**config.mk**
```make
export PLATFORM = sky130hd
export DESIGN_NAME = per_thread_load_monitor
export DESIGN_NICKNAME = d
export VERILOG_FILES = /design/src/sv/ptlm_pkg.sv /design/src/sv/ptlm_ram.sv /design/src/sv/per_thread_load_monitor.sv
export SDC_FILE = /design/constraint.sdc
export NUM_CORES = 2
export LEC_CHECK = 0
export ABC_CLOCK_PERIOD_IN_PS = 16100
export BUFFER_PORTS_ARGS = -buffer_cell sky130_fd_sc_hd__buf_2
export CAP_MARGIN = 0
export CELL_PAD_IN_SITES_DETAIL_PLACEMENT = 0
export CELL_PAD_IN_SITES_GLOBAL_PLACEMENT = 1
export CORE_ASPECT_RATIO = 1.25
export CORE_MARGIN = 2
export CORE_UTILIZATION = 55
export CTS_BUF_LIST = sky130_fd_sc_hd__clkbuf_4 sky130_fd_sc_hd__clkbuf_8
export CTS_CLUSTER_DIAMETER = 50
export CTS_CLUSTER_SIZE = 25
export DETAILED_ROUTE_END_ITERATION = 6
export PLACE_DENSITY_LB_ADDON = 0.1
export SYNTH_ARGS = -nofsm -noshare
export SYNTH_HDL_FRONTEND = slang
export SYNTH_SLANG_ARGS = --single-unit
```
**constraint.sdc**
```tcl
create_clock -name clk_i -period 16.1 [get_ports clk_i]
set_input_delay 0.805 -clock clk_i [delete_from_list [all_inputs] [get_ports clk_i]]
set_output_delay 0.805 -clock clk_i [all_outputs]
set_load 0.05 [all_outputs]
```
**src/sv/ptlm_pkg.sv**
```systemverilog
// Package for the per-thread load monitor: item types and fixed constants.
// No dependencies; the monitor and the testbench import it, ptlm_ram does not.
`default_nettype none

package ptlm_pkg;

  // Fixed widths (sums, quotient, divider step, config index) and the register count.
  localparam int SumW     = 48;
  localparam int QuotW    = 15;
  localparam int DivCntW  = 4;
  localparam int NumRegs  = 4;
  localparam int CfgIdxW  = 2;

  localparam logic [QuotW-1:0]   FullScale  = 15'd25600;
  localparam logic [31:0]        UnusedNode = 32'hFFFF_FFFF;
  localparam logic [DivCntW-1:0] DivLast    = 4'(QuotW - 1);

  // Action codes of an input item.
  localparam logic ActRecord = 1'b0;
  localparam logic ActTick   = 1'b1;

  // Configuration register indexes.
  localparam logic [CfgIdxW-1:0] RegPollA = 2'd0;
  localparam logic [CfgIdxW-1:0] RegPollB = 2'd1;
  localparam logic [CfgIdxW-1:0] RegPollC = 2'd2;
  localparam logic [CfgIdxW-1:0] RegPollD = 2'd3;

  typedef struct packed {
    logic        action;
    logic [3:0]  thread;
    logic [31:0] node_id;
    logic [15:0] work_count;
    logic [31:0] elapsed_cycles;
  } in_item_t;

  typedef struct packed {
    logic [3:0]       thread_out;
    logic [QuotW-1:0] load_q8;
    logic             no_time;
    logic             last;
  } out_item_t;

endpackage

`default_nettype wire

```
**src/sv/ptlm_ram.sv**
```systemverilog
// Generic single-port-write, single-port-read RAM with a registered read.
// No dependencies.
`default_nettype none

module ptlm_ram #(
  parameter int Width = 96,
  parameter int Depth = 16,
  localparam int AddrW = (Depth > 1) ? $clog2(Depth) : 1
) (
  input  wire logic             clk_i,
  input  wire logic             we_i,
  input  wire logic [AddrW-1:0] waddr_i,
  input  wire logic [Width-1:0] wdata_i,
  input  wire logic             re_i,
  input  wire logic [AddrW-1:0] raddr_i,
  output logic      [Width-1:0] rdata_o
);

  logic [Width-1:0] mem_q [Depth];

  // Write port.
  always_ff @(posedge clk_i) begin
    if (we_i) begin
      mem_q[waddr_i] <= wdata_i;
    end
  end

  // Registered read port.
  always_ff @(posedge clk_i) begin
    if (re_i) begin
      rdata_o <= mem_q[raddr_i];
    end
  end

endmodule

`default_nettype wire

```
**src/sv/per_thread_load_monitor.sv**
```systemverilog
// Per-thread load monitor: total and idle cycle sums per thread in one RAM,
// with an iterative divider that turns them into a load figure on a tick.
// Depends on ptlm_pkg and ptlm_ram.
// Record item: RAM read, then add and write back; no result.
// Tick item: per thread an operand load, the divider steps (one quotient bit per
// cycle) and an output step that also reads the next thread.
// Output stalls hold the tick walk in its output step.
// Reset clears all sums at once through per-thread valid bits; the polling
// registers reset to all ones (unused). No clearing pass is needed.
`default_nettype none

module per_thread_load_monitor #(
  parameter int THREADS    = 16,
  parameter int POLL_SLOTS = 4
) (
  input  wire logic                         clk_i,
  input  wire logic                         rst_ni,
  // Input items.
  input  wire logic                         in_valid_i,
  output logic                              in_stall_o,
  input  wire ptlm_pkg::in_item_t           in_item_i,
  // Result items.
  output logic                              out_valid_o,
  input  wire logic                         out_stall_i,
  output ptlm_pkg::out_item_t               out_item_o,
  // Configuration writes.
  input  wire logic                         cfg_valid_i,
  output logic                              cfg_ready_o,
  input  wire logic [ptlm_pkg::CfgIdxW-1:0] cfg_index_i,
  input  wire logic [31:0]                  cfg_data_i
);

  import ptlm_pkg::*;

  localparam int TW   = (THREADS > 1) ? $clog2(THREADS) : 1;
  localparam int MemW = 2 * SumW;

  localparam logic [2:0] S_IDLE = 3'd0;
  localparam logic [2:0] S_REC  = 3'd1;
  localparam logic [2:0] S_LOAD = 3'd2;
  localparam logic [2:0] S_DIV  = 3'd3;
  localparam logic [2:0] S_EMIT = 3'd4;

  logic [2:0]         state_q, state_d;
  logic [31:0]        poll_q [NumRegs];
  logic [THREADS-1:0] vld_q;
  logic               rd_vld_q;
  in_item_t           rec_q;
  logic [TW-1:0]      rec_addr_q;
  logic [TW-1:0]      cnt_q;

  // Divider state.
  logic [SumW-1:0]    div_q;
  logic [SumW-1:0]    rem_q;
  logic [QuotW-1:0]   nlow_q;
  logic [QuotW-1:0]   quot_q;
  logic [DivCntW-1:0] step_q;
  logic               zero_q;
  logic               full_q;

  logic               out_vld_q;
  out_item_t          out_item_q;

  // RAM access.
  logic               rd_en;
  logic [TW-1:0]      rd_addr;
  logic               wr_en;
  logic [MemW-1:0]    wr_data;
  logic [MemW-1:0]    rd_data;

  logic               in_acc;
  logic [31:0]        thr_ext;
  logic               thr_ok;
  logic [SumW-1:0]    tot_rd, idl_rd;
  logic               poll_hit;
  logic [SumW:0]      tot_sum, idl_sum;
  logic [SumW-1:0]    tot_new, idl_new;
  logic [SumW+4:0]    idl_x25;
  logic [SumW:0]      rem_sh;
  logic               q_bit;
  logic               out_free;
  logic               out_load;
  logic [31:0]        cnt_ext;
  logic               cnt_last;
  out_item_t          out_d;

  assign in_stall_o  = (state_q != S_IDLE);
  assign in_acc      = in_valid_i && !in_stall_o;
  assign cfg_ready_o = 1'b1;

  assign thr_ext = 32'(in_item_i.thread);
  assign thr_ok  = (thr_ext < 32'(THREADS));

  assign cnt_ext  = 32'(cnt_q);
  assign cnt_last = (cnt_ext == 32'(THREADS - 1));

  // Read data of an entry cleared since reset or the last tick counts as zero.
  assign tot_rd = rd_vld_q ? rd_data[MemW-1:SumW] : '0;
  assign idl_rd = rd_vld_q ? rd_data[SumW-1:0]    : '0;

  // A node is idle polling when it matches an enabled, used polling register.
  always_comb begin
    poll_hit = 1'b0;
    for (int k = 0; k < POLL_SLOTS && k < NumRegs; k++) begin
      if (poll_q[k] != UnusedNode && poll_q[k] == rec_q.node_id) begin
        poll_hit = 1'b1;
      end
    end
  end

  // Saturating accumulate of a record.
  assign tot_sum = {1'b0, tot_rd} + (SumW + 1)'(rec_q.elapsed_cycles);
  assign idl_sum = {1'b0, idl_rd} + (SumW + 1)'(rec_q.elapsed_cycles);
  assign tot_new = tot_sum[SumW] ? '1 : tot_sum[SumW-1:0];
  always_comb begin
    idl_new = idl_rd;
    if (rec_q.work_count == 16'd0 && poll_hit) begin
      idl_new = idl_sum[SumW] ? '1 : idl_sum[SumW-1:0];
    end
  end
  assign wr_en   = (state_q == S_REC);
  assign wr_data = {tot_new, idl_new};

  // Numerator idle * 25600 = (idle * 25) << 10, built from shifts and adds.
  assign idl_x25 = ((SumW + 5)'(idl_rd) << 4) + ((SumW + 5)'(idl_rd) << 3)
                 + (SumW + 5)'(idl_rd);

  // One restoring division step per cycle.
  assign rem_sh = {rem_q, nlow_q[QuotW-1]};
  assign q_bit  = (rem_sh >= {1'b0, div_q});

  // Output register is free when empty or being taken this cycle.
  assign out_free = !out_vld_q || !out_stall_i;
  assign out_load = (state_q == S_EMIT) && out_free;

  always_comb begin
    out_d.thread_out = cnt_ext[3:0];
    out_d.no_time    = zero_q;
    out_d.last       = cnt_last;
    out_d.load_q8    = (zero_q || full_q) ? '0 : FullScale - quot_q;
  end

  // Sequencer and RAM read control.
  always_comb begin
    state_d = state_q;
    rd_en   = 1'b0;
    rd_addr = cnt_q;
    case (state_q)
      S_IDLE: begin
        if (in_acc) begin
          if (in_item_i.action == ActTick) begin
            rd_en   = 1'b1;
            rd_addr = '0;
            state_d = S_LOAD;
          end else if (thr_ok) begin
            rd_en   = 1'b1;
            rd_addr = thr_ext[TW-1:0];
            state_d = S_REC;
          end
        end
      end
      S_REC:  state_d = S_IDLE;
      S_LOAD: state_d = S_DIV;
      S_DIV: begin
        if (step_q == '0) begin
          state_d = S_EMIT;
        end
      end
      S_EMIT: begin
        if (out_free) begin
          if (cnt_last) begin
            state_d = S_IDLE;
          end else begin
            rd_en   = 1'b1;
            rd_addr = cnt_q + TW'(1);
            state_d = S_LOAD;
          end
        end
      end
      default: state_d = S_IDLE;
    endcase
  end

  ptlm_ram #(
    .Width (MemW),
    .Depth (THREADS)
  ) u_sum_ram (
    .clk_i   (clk_i),
    .we_i    (wr_en),
    .waddr_i (rec_addr_q),
    .wdata_i (wr_data),
    .re_i    (rd_en),
    .raddr_i (rd_addr),
    .rdata_o (rd_data)
  );

  // Control registers.
  always_ff @(posedge clk_i or negedge rst_ni) begin
    if (!rst_ni) begin
      state_q   <= S_IDLE;
      vld_q     <= '0;
      rd_vld_q  <= 1'b0;
      cnt_q     <= '0;
      step_q    <= '0;
      out_vld_q <= 1'b0;
    end else begin
      state_q <= state_d;
      if (rd_en) begin
        rd_vld_q <= vld_q[rd_addr];
      end
      // A tick read empties the entry; a record write fills it.
      if (rd_en && state_q != S_IDLE) begin
        vld_q[rd_addr] <= 1'b0;
      end else if (rd_en && in_item_i.action == ActTick) begin
        vld_q[rd_addr] <= 1'b0;
      end
      if (wr_en) begin
        vld_q[rec_addr_q] <= 1'b1;
      end
      if (rd_en) begin
        cnt_q <= rd_addr;
      end
      if (state_q == S_LOAD) begin
        step_q <= DivLast;
      end else if (state_q == S_DIV) begin
        step_q <= step_q - 1'b1;
      end
      if (out_load) begin
        out_vld_q <= 1'b1;
      end else if (!out_stall_i) begin
        out_vld_q <= 1'b0;
      end
    end
  end

  // Polling registers.
  always_ff @(posedge clk_i or negedge rst_ni) begin
    if (!rst_ni) begin
      for (int k = 0; k < NumRegs; k++) begin
        poll_q[k] <= UnusedNode;
      end
    end else if (cfg_valid_i && cfg_ready_o) begin
      case (cfg_index_i)
        RegPollA: poll_q[0] <= cfg_data_i;
        RegPollB: poll_q[1] <= cfg_data_i;
        RegPollC: poll_q[2] <= cfg_data_i;
        RegPollD: poll_q[3] <= cfg_data_i;
        default:  poll_q[0] <= poll_q[0];
      endcase
    end
  end

  // Payload registers: record capture, divider datapath, result.
  always_ff @(posedge clk_i) begin
    if (in_acc) begin
      rec_q      <= in_item_i;
      rec_addr_q <= thr_ext[TW-1:0];
    end
    if (state_q == S_LOAD) begin
      zero_q <= (tot_rd == '0);
      full_q <= (idl_rd >= tot_rd);
      div_q  <= tot_rd;
      rem_q  <= idl_x25[SumW+4:5];
      nlow_q <= {idl_x25[4:0], 10'd0};
      quot_q <= '0;
    end else if (state_q == S_DIV) begin
      rem_q  <= q_bit ? SumW'(rem_sh - {1'b0, div_q}) : rem_sh[SumW-1:0];
      nlow_q <= {nlow_q[QuotW-2:0], 1'b0};
      quot_q <= {quot_q[QuotW-2:0], q_bit};
    end
    if (out_load) begin
      out_item_q <= out_d;
    end
  end

  assign out_valid_o = out_vld_q;
  assign out_item_o  = out_item_q;

  // A record never produces a result in the following cycle.
  assert property (@(posedge clk_i) disable iff (!rst_ni)
    in_acc && in_item_i.action == ActRecord |=> !out_load)
    else $error("record item produced a result");

  // A computed load never exceeds full scale.
  assert property (@(posedge clk_i) disable iff (!rst_ni)
    out_load |-> out_d.load_q8 <= FullScale)
    else $error("load figure above full scale");

  // The final thread's result returns the sequencer to idle.
  assert property (@(posedge clk_i) disable iff (!rst_ni)
    out_load && out_d.last |=> state_q == S_IDLE)
    else $error("tick walk did not end after the last thread");

  // A record write-back always follows a RAM read issued from idle.
  assert property (@(posedge clk_i) disable iff (!rst_ni)
    wr_en |-> $past(rd_en) && $past(state_q) == S_IDLE)
    else $error("write-back without a preceding read");

endmodule

`default_nettype wire

```
# After elaboration in Yosys (flattened, before gate mapping)
# Memories as Yosys holds them, arrays and structs flattened. A register that Yosys moved wholly into a read port is not among the register bits.
# Cells that the tools add are included.
# word_totals
mem_bits_rw	1536
word_cells	140
out_inout_bits	24
reg_bits	380
mem_count	1
input_bits	124
# op_classes
order_cmp	7
reduce_logical	28
bitwise	3
mux	48
addsub	8
n_eq_ne	21
# mem_list
memory	depth	word_bits	read_ports	rd_ports_with_merged_regs	write_ports	line_no	text
u_sum_ram.mem_q	16	96	1	1	1	ptlm_ram.sv:19	logic [Width-1:0] mem_q [Depth];
# op_table
operator	count
$mux 48	8
$eq 32x32->1	4
$ne 32x32->1 const B	4
$add 48x32->49	2
$add 52x51->53	1
$add 53x48->53	1
$ge 49x48->1	1
$ge 48x48->1	1
$logic_not 48->1	1
$mux 16	3
$sub 48x48->48	1
$mux 15	2
$mux 4	7
$and 16x16->16	1
$logic_not 16->1	1
$mux 1	16
$not 16->16	1
$or 16x16->16	1
$lt 4x5->1 const B	3
$mux 3	5
$sub 15x15->15 const A	1
$pmux 3 s4	1
$logic_and 1x1->1	11
$demux 1 s4	2
25 further kinds	36

# Logic depth before layout (Yosys ltp)
# depth
ltp_word	15
mapped_depth	26
depth_no_buf	16

# By module
# Synthesis repeated with hierarchy kept, for this count alone.
# hier_totals
hier_cells	5997
hier_area_um2	91740.5
# by_module_without_submodules
mod	area_each_um2	n_inst	cells_per_inst	seq_area_each_um2
ptlm_ram	60316.6	1	2460	49007.0
per_thread_load_monitor	31423.9	1	3537	10635.2

# Least setup slack after synthesis
# OpenSTA, ideal clock, no wires.
# synth_timing
kind	reg-to-reg
start	register state_q[0]
end	register u_sum_ram.rdata_o[0], read port of u_sum_ram.mem_q (enable)
path_stages_with_launch	6
t_required_ps	15652
slack_ps	8162
arrival_ps	7490
setup_ps	448
period_less_slack_ps	7938
n_path_buf	1
path_cell_list	dfrtp_1 > clkbuf_1 > or3_1 > nor2_1 > nor2_1 > inv_1
# synth_via
elab_chain_cells	5
elab_cells_between_ends	9
classes_between	1 x eq/ne; 4 x mux; 4 x reduce/logical
# synth_lines
item	line_no	text
start: declaration	per_thread_load_monitor.sv:44	logic [2:0] state_q, state_d;
start signal: assignment	per_thread_load_monitor.sv:207	state_q <= state_d;
$reduce_bool 3->1	per_thread_load_monitor.sv:87	assign in_stall_o = (state_q != S_IDLE);
via in_stall_o	per_thread_load_monitor.sv:20	output logic in_stall_o,
$logic_not 1->1	per_thread_load_monitor.sv:88	assign in_acc = in_valid_i && !in_stall_o;
$logic_and 1x1->1	per_thread_load_monitor.sv:88	
$mux 1	per_thread_load_monitor.sv:150	if (in_acc) begin
$pmux 1 s2	per_thread_load_monitor.sv:148	case (state_q)
via rd_en	per_thread_load_monitor.sv:65	logic rd_en;
end: declaration	ptlm_ram.sv:16	output logic [Width-1:0] rdata_o
# The timed path passes the listed nets, and every way through them passes these cells.
# A chain may end at the register's enable or synchronous reset.

# Worst setup path in the final report
# layout_timing
start	register state_q[0]
end	register u_sum_ram.rdata_o[1], read port of u_sum_ram.mem_q (data pin)
# layout_via
elab_chain_cells	5
elab_cells_between_ends	9
classes_between	1 x eq/ne; 4 x mux; 4 x reduce/logical
# layout_lines
item	line_no
$reduce_bool 3->1	per_thread_load_monitor.sv:87
$logic_not 1->1	per_thread_load_monitor.sv:88
$logic_and 1x1->1	per_thread_load_monitor.sv:88
$mux 4 / $mux 1 (equally long branches)	per_thread_load_monitor.sv:150
$pmux 4 s2 / $pmux 1 s2 (equally long branches)	per_thread_load_monitor.sv:148
# Parallel ways exist; a longest one is shown, timed or not.

==> impl_metrics.tcl <==
set metrics [dict create \
    vias 65200 \
    finalClockSkew_ns 0.0801 \
    n_fill_cell 13700 \
    wl_um 274000 \
    path_clk_slew_ns 0.11 \
    io_buffer_count 146 \
    clockBufferDepth 3 \
    die_height_um 466 \
    p_leak_nw 36.7 \
    die_w_um 374 \
    fmax_ghz 0.155 \
    cts_tree "yes" \
    wl_per_cell_um 26.3 \
    synthFlopType "edfxtp_1" \
    hold_violations 0 \
    grt_pass1_vias 61600 \
    area_growth_pct 7.73 \
    grt_max_degree 182 \
    worstMarginPinSlew_ns 1.36 \
    cp_top_family "buffers and inverters" \
    syn_inst 8076 \
    cp-start-kind "register" \
    crit_arrival_ns 7.22 \
    num_rows 169 \
    hpwl_um 162000 \
    die_area_mm2 0.174 \
    cts_buffers 160 \
    dr.pass1.iters 6 \
    synth-seq-cells 2012 \
    slowest_delay_ns 0.71 \
    fin_crit_ns 6.45 \
    ctsResizeCount 0 \
    grt_use_total_pct 30.8 \
    postCtsSetupRepairBufs 0 \
    p_per_area_mw_per_mm2 176 \
    cpMaxStageDelayCell "buf_4" \
    slew_headroom_pct 8.73 \
    ant_nets 0 \
    num_io_pins 148 \
    final_common_cell "nand2_1" \
    min_path_type "input pin to register" \
    antenna_found_initial 11 \
    setup_violations 0 \
    place_congestion 0.946 \
    ys_types 95 \
    cp_num_buf_inv 4 \
    clock_sinks 2012 \
    period_share_pct 40.0 \
    seq_area_mm2 0.0596 \
    path_class "register to register" \
    vias_per_cell 6.26 \
    layout_common_cells "1907 x nand2_1, 1840 x edfxtp_1, 465 x nand3_1" \
    path_max_fanout 153 \
    drive_gt1_share_pct 10.6 \
    htree_levels 4 \
    crit_required_ns 16.88 \
    drt-initial-drc-count 6600 \
    max-vdd-ir-drop_mv 0.143 \
    root_buffer "clkbuf_8" \
    cp-end-kind "register" \
    async_flop_share_pct 7.80 \
    crit_top_cell "buf_4" \
    outcome "finished, final reports clean" \
    yosys_warnings 0 \
    cap_violations 0 \
    drc 0 \
    drv_slew 0 \
    path_cells "or3_1 -> nor3_1 -> a22oi_1 -> and2_4 -> inv_8 -> buf_4 -> buf_4 -> buf_4 -> nand2_1 -> and3_1 -> a311oi_1 -> a311oi_1 -> a21oi_1" \
    insertion_delay_ns 1.03 \
    grt_overflow_total 0 \
    core_mm2 0.170 \
    syn-cell-area_mm2 0.0939 \
    layout.nets 8403 \
    initial_core_util_pct 55.4 \
    rsz0062_at_grt "false" \
    timing.setup.tns_ns 0 \
    yosysSeqAreaShare_pct 63.5 \
    grt_pass1_wl_um 401000 \
    multiInputGateArea_mm2 0.0317 \
    totalPowerFinal_mw 17.8 \
    syn_avg_cell_area_um2 11.6 \
    synth_edf_count 1840 \
    syn_nets 8431 \
]
## flip-flops by register name (all words and copies together) (netlist names)
signal and count:
full_q 1, u_sum_ram.mem_q 1536, state_q 3, out_item_o 21, rd_vld_q 1, cnt_q 4, rec_q 80, vld_q 16
step_q 4, div_q 48, rec_addr_q 4, nlow_q 5, out_valid_o 1, u_sum_ram.rdata_o 96, zero_q 1, quot_q 15
poll_q 128, rem_q 48
## routing by layer
layer	track usage, %	wire [µm]	up-vias
li1	-	-	29500
met1	42.8	114000	32500
met2	50.4	130000	2679
met3	4.00	20700	475
met4	10.3	9060	6
met5	0	41	-
## layout make-up
cell class / instances / share of cell area (%)
sequential: 2012 / 58.9
multi-input combinational: 5350 / 31.3
tap: 2223 / 2.75
timing repair buffer: 341 / 2.51
clock buffer: 165 / 2.23
clock inverter: 133 / 1.58
inverter: 183 / 0.699
antenna: 4 / 0.00989
## metrics by stage
step           cell area (µm²)  instances  hold WS [ns]  setup WS, ns  utilization [%]
4_1_cts                 101000      10400      0.000589          9.71             59.7
6_report                101000      10400        0.0873          9.65             59.7
3_3_place_gp             96500      10000         0.441          9.81             56.9
2_1_floorplan            93900       8076         0.417          8.16                -
5_1_grt                 101000      10400        0.0207          9.18             59.7
3_5_place_dp             96500      10000         0.444          9.75             56.9
## path summary, 6_finish.rpt
kind | from | to | slack, ns | cells past startpoint
max | state_q[0]$_DFFE_PN0P_ | u_sum_ram.rdata_o[1]$_DFFE_PP_ | 9.65 | 13
min | in_item_i[11] | rec_q[11]$_DFFE_PN_ | 0.09 | 1
max reg2reg | state_q[0]$_DFFE_PN0P_ | u_sum_ram.rdata_o[1]$_DFFE_PP_ | 9.65 | 13
min reg2reg | quot_q[14]$_SDFFE_PP0P_ | quot_q[14]$_SDFFE_PP0P_ | 0.46 | 2
max in group asynchronous | rst_ni | vld_q[15]$_DFF_PN0_ | 14.36 | 3
min in group asynchronous | rst_ni | step_q[0]$_DFFE_PN0P_ | 0.57 | 2
## timing repair
action	CTS	global route
hold buffers	82	0
hold endpoints to repair	99	0
endpoints found under the setup margin	0	0
## kinds of logic after synthesis
logic type	after synthesis	share of synthesized area, %
and+or+nand+nor	3231	15.2
DFF	2012	63.5
AOI/OAI and AO/OA	1384	10.0
buffers and inverters	714	3.03
xor gates and xnor gates	353	3.29
adders and majority gates	248	3.38
muxes	133	1.59
other	1	0.00399
## synthesized netlist by cell type, types with 129 or more instances
cell | count | area [µm²]
xnor2_1 | 263 | 2300
mux2_2 | 129 | 1450
clkbuf_1 | 369 | 1390
edfxtp_1 | 1840 | 55300
a21oi_1 | 326 | 1630
ha_1 | 216 | 2700
a311oi_1 | 293 | 2570
and3_1 | 227 | 1420
inv_1 | 179 | 672
o21ai_0 | 223 | 1120
a31oi_1 | 155 | 970
nand3_1 | 465 | 2330
nand2_1 | 1907 | 7160
nor2_1 | 252 | 946
## power by group
group          internal (mW)  leakage [nW]  switching, mW
Combinational           2.40          16.2           5.01
Sequential              6.83          18.6          0.328
Clock                   1.20          1.89           1.99
Power figures use the tool's default switching activity.
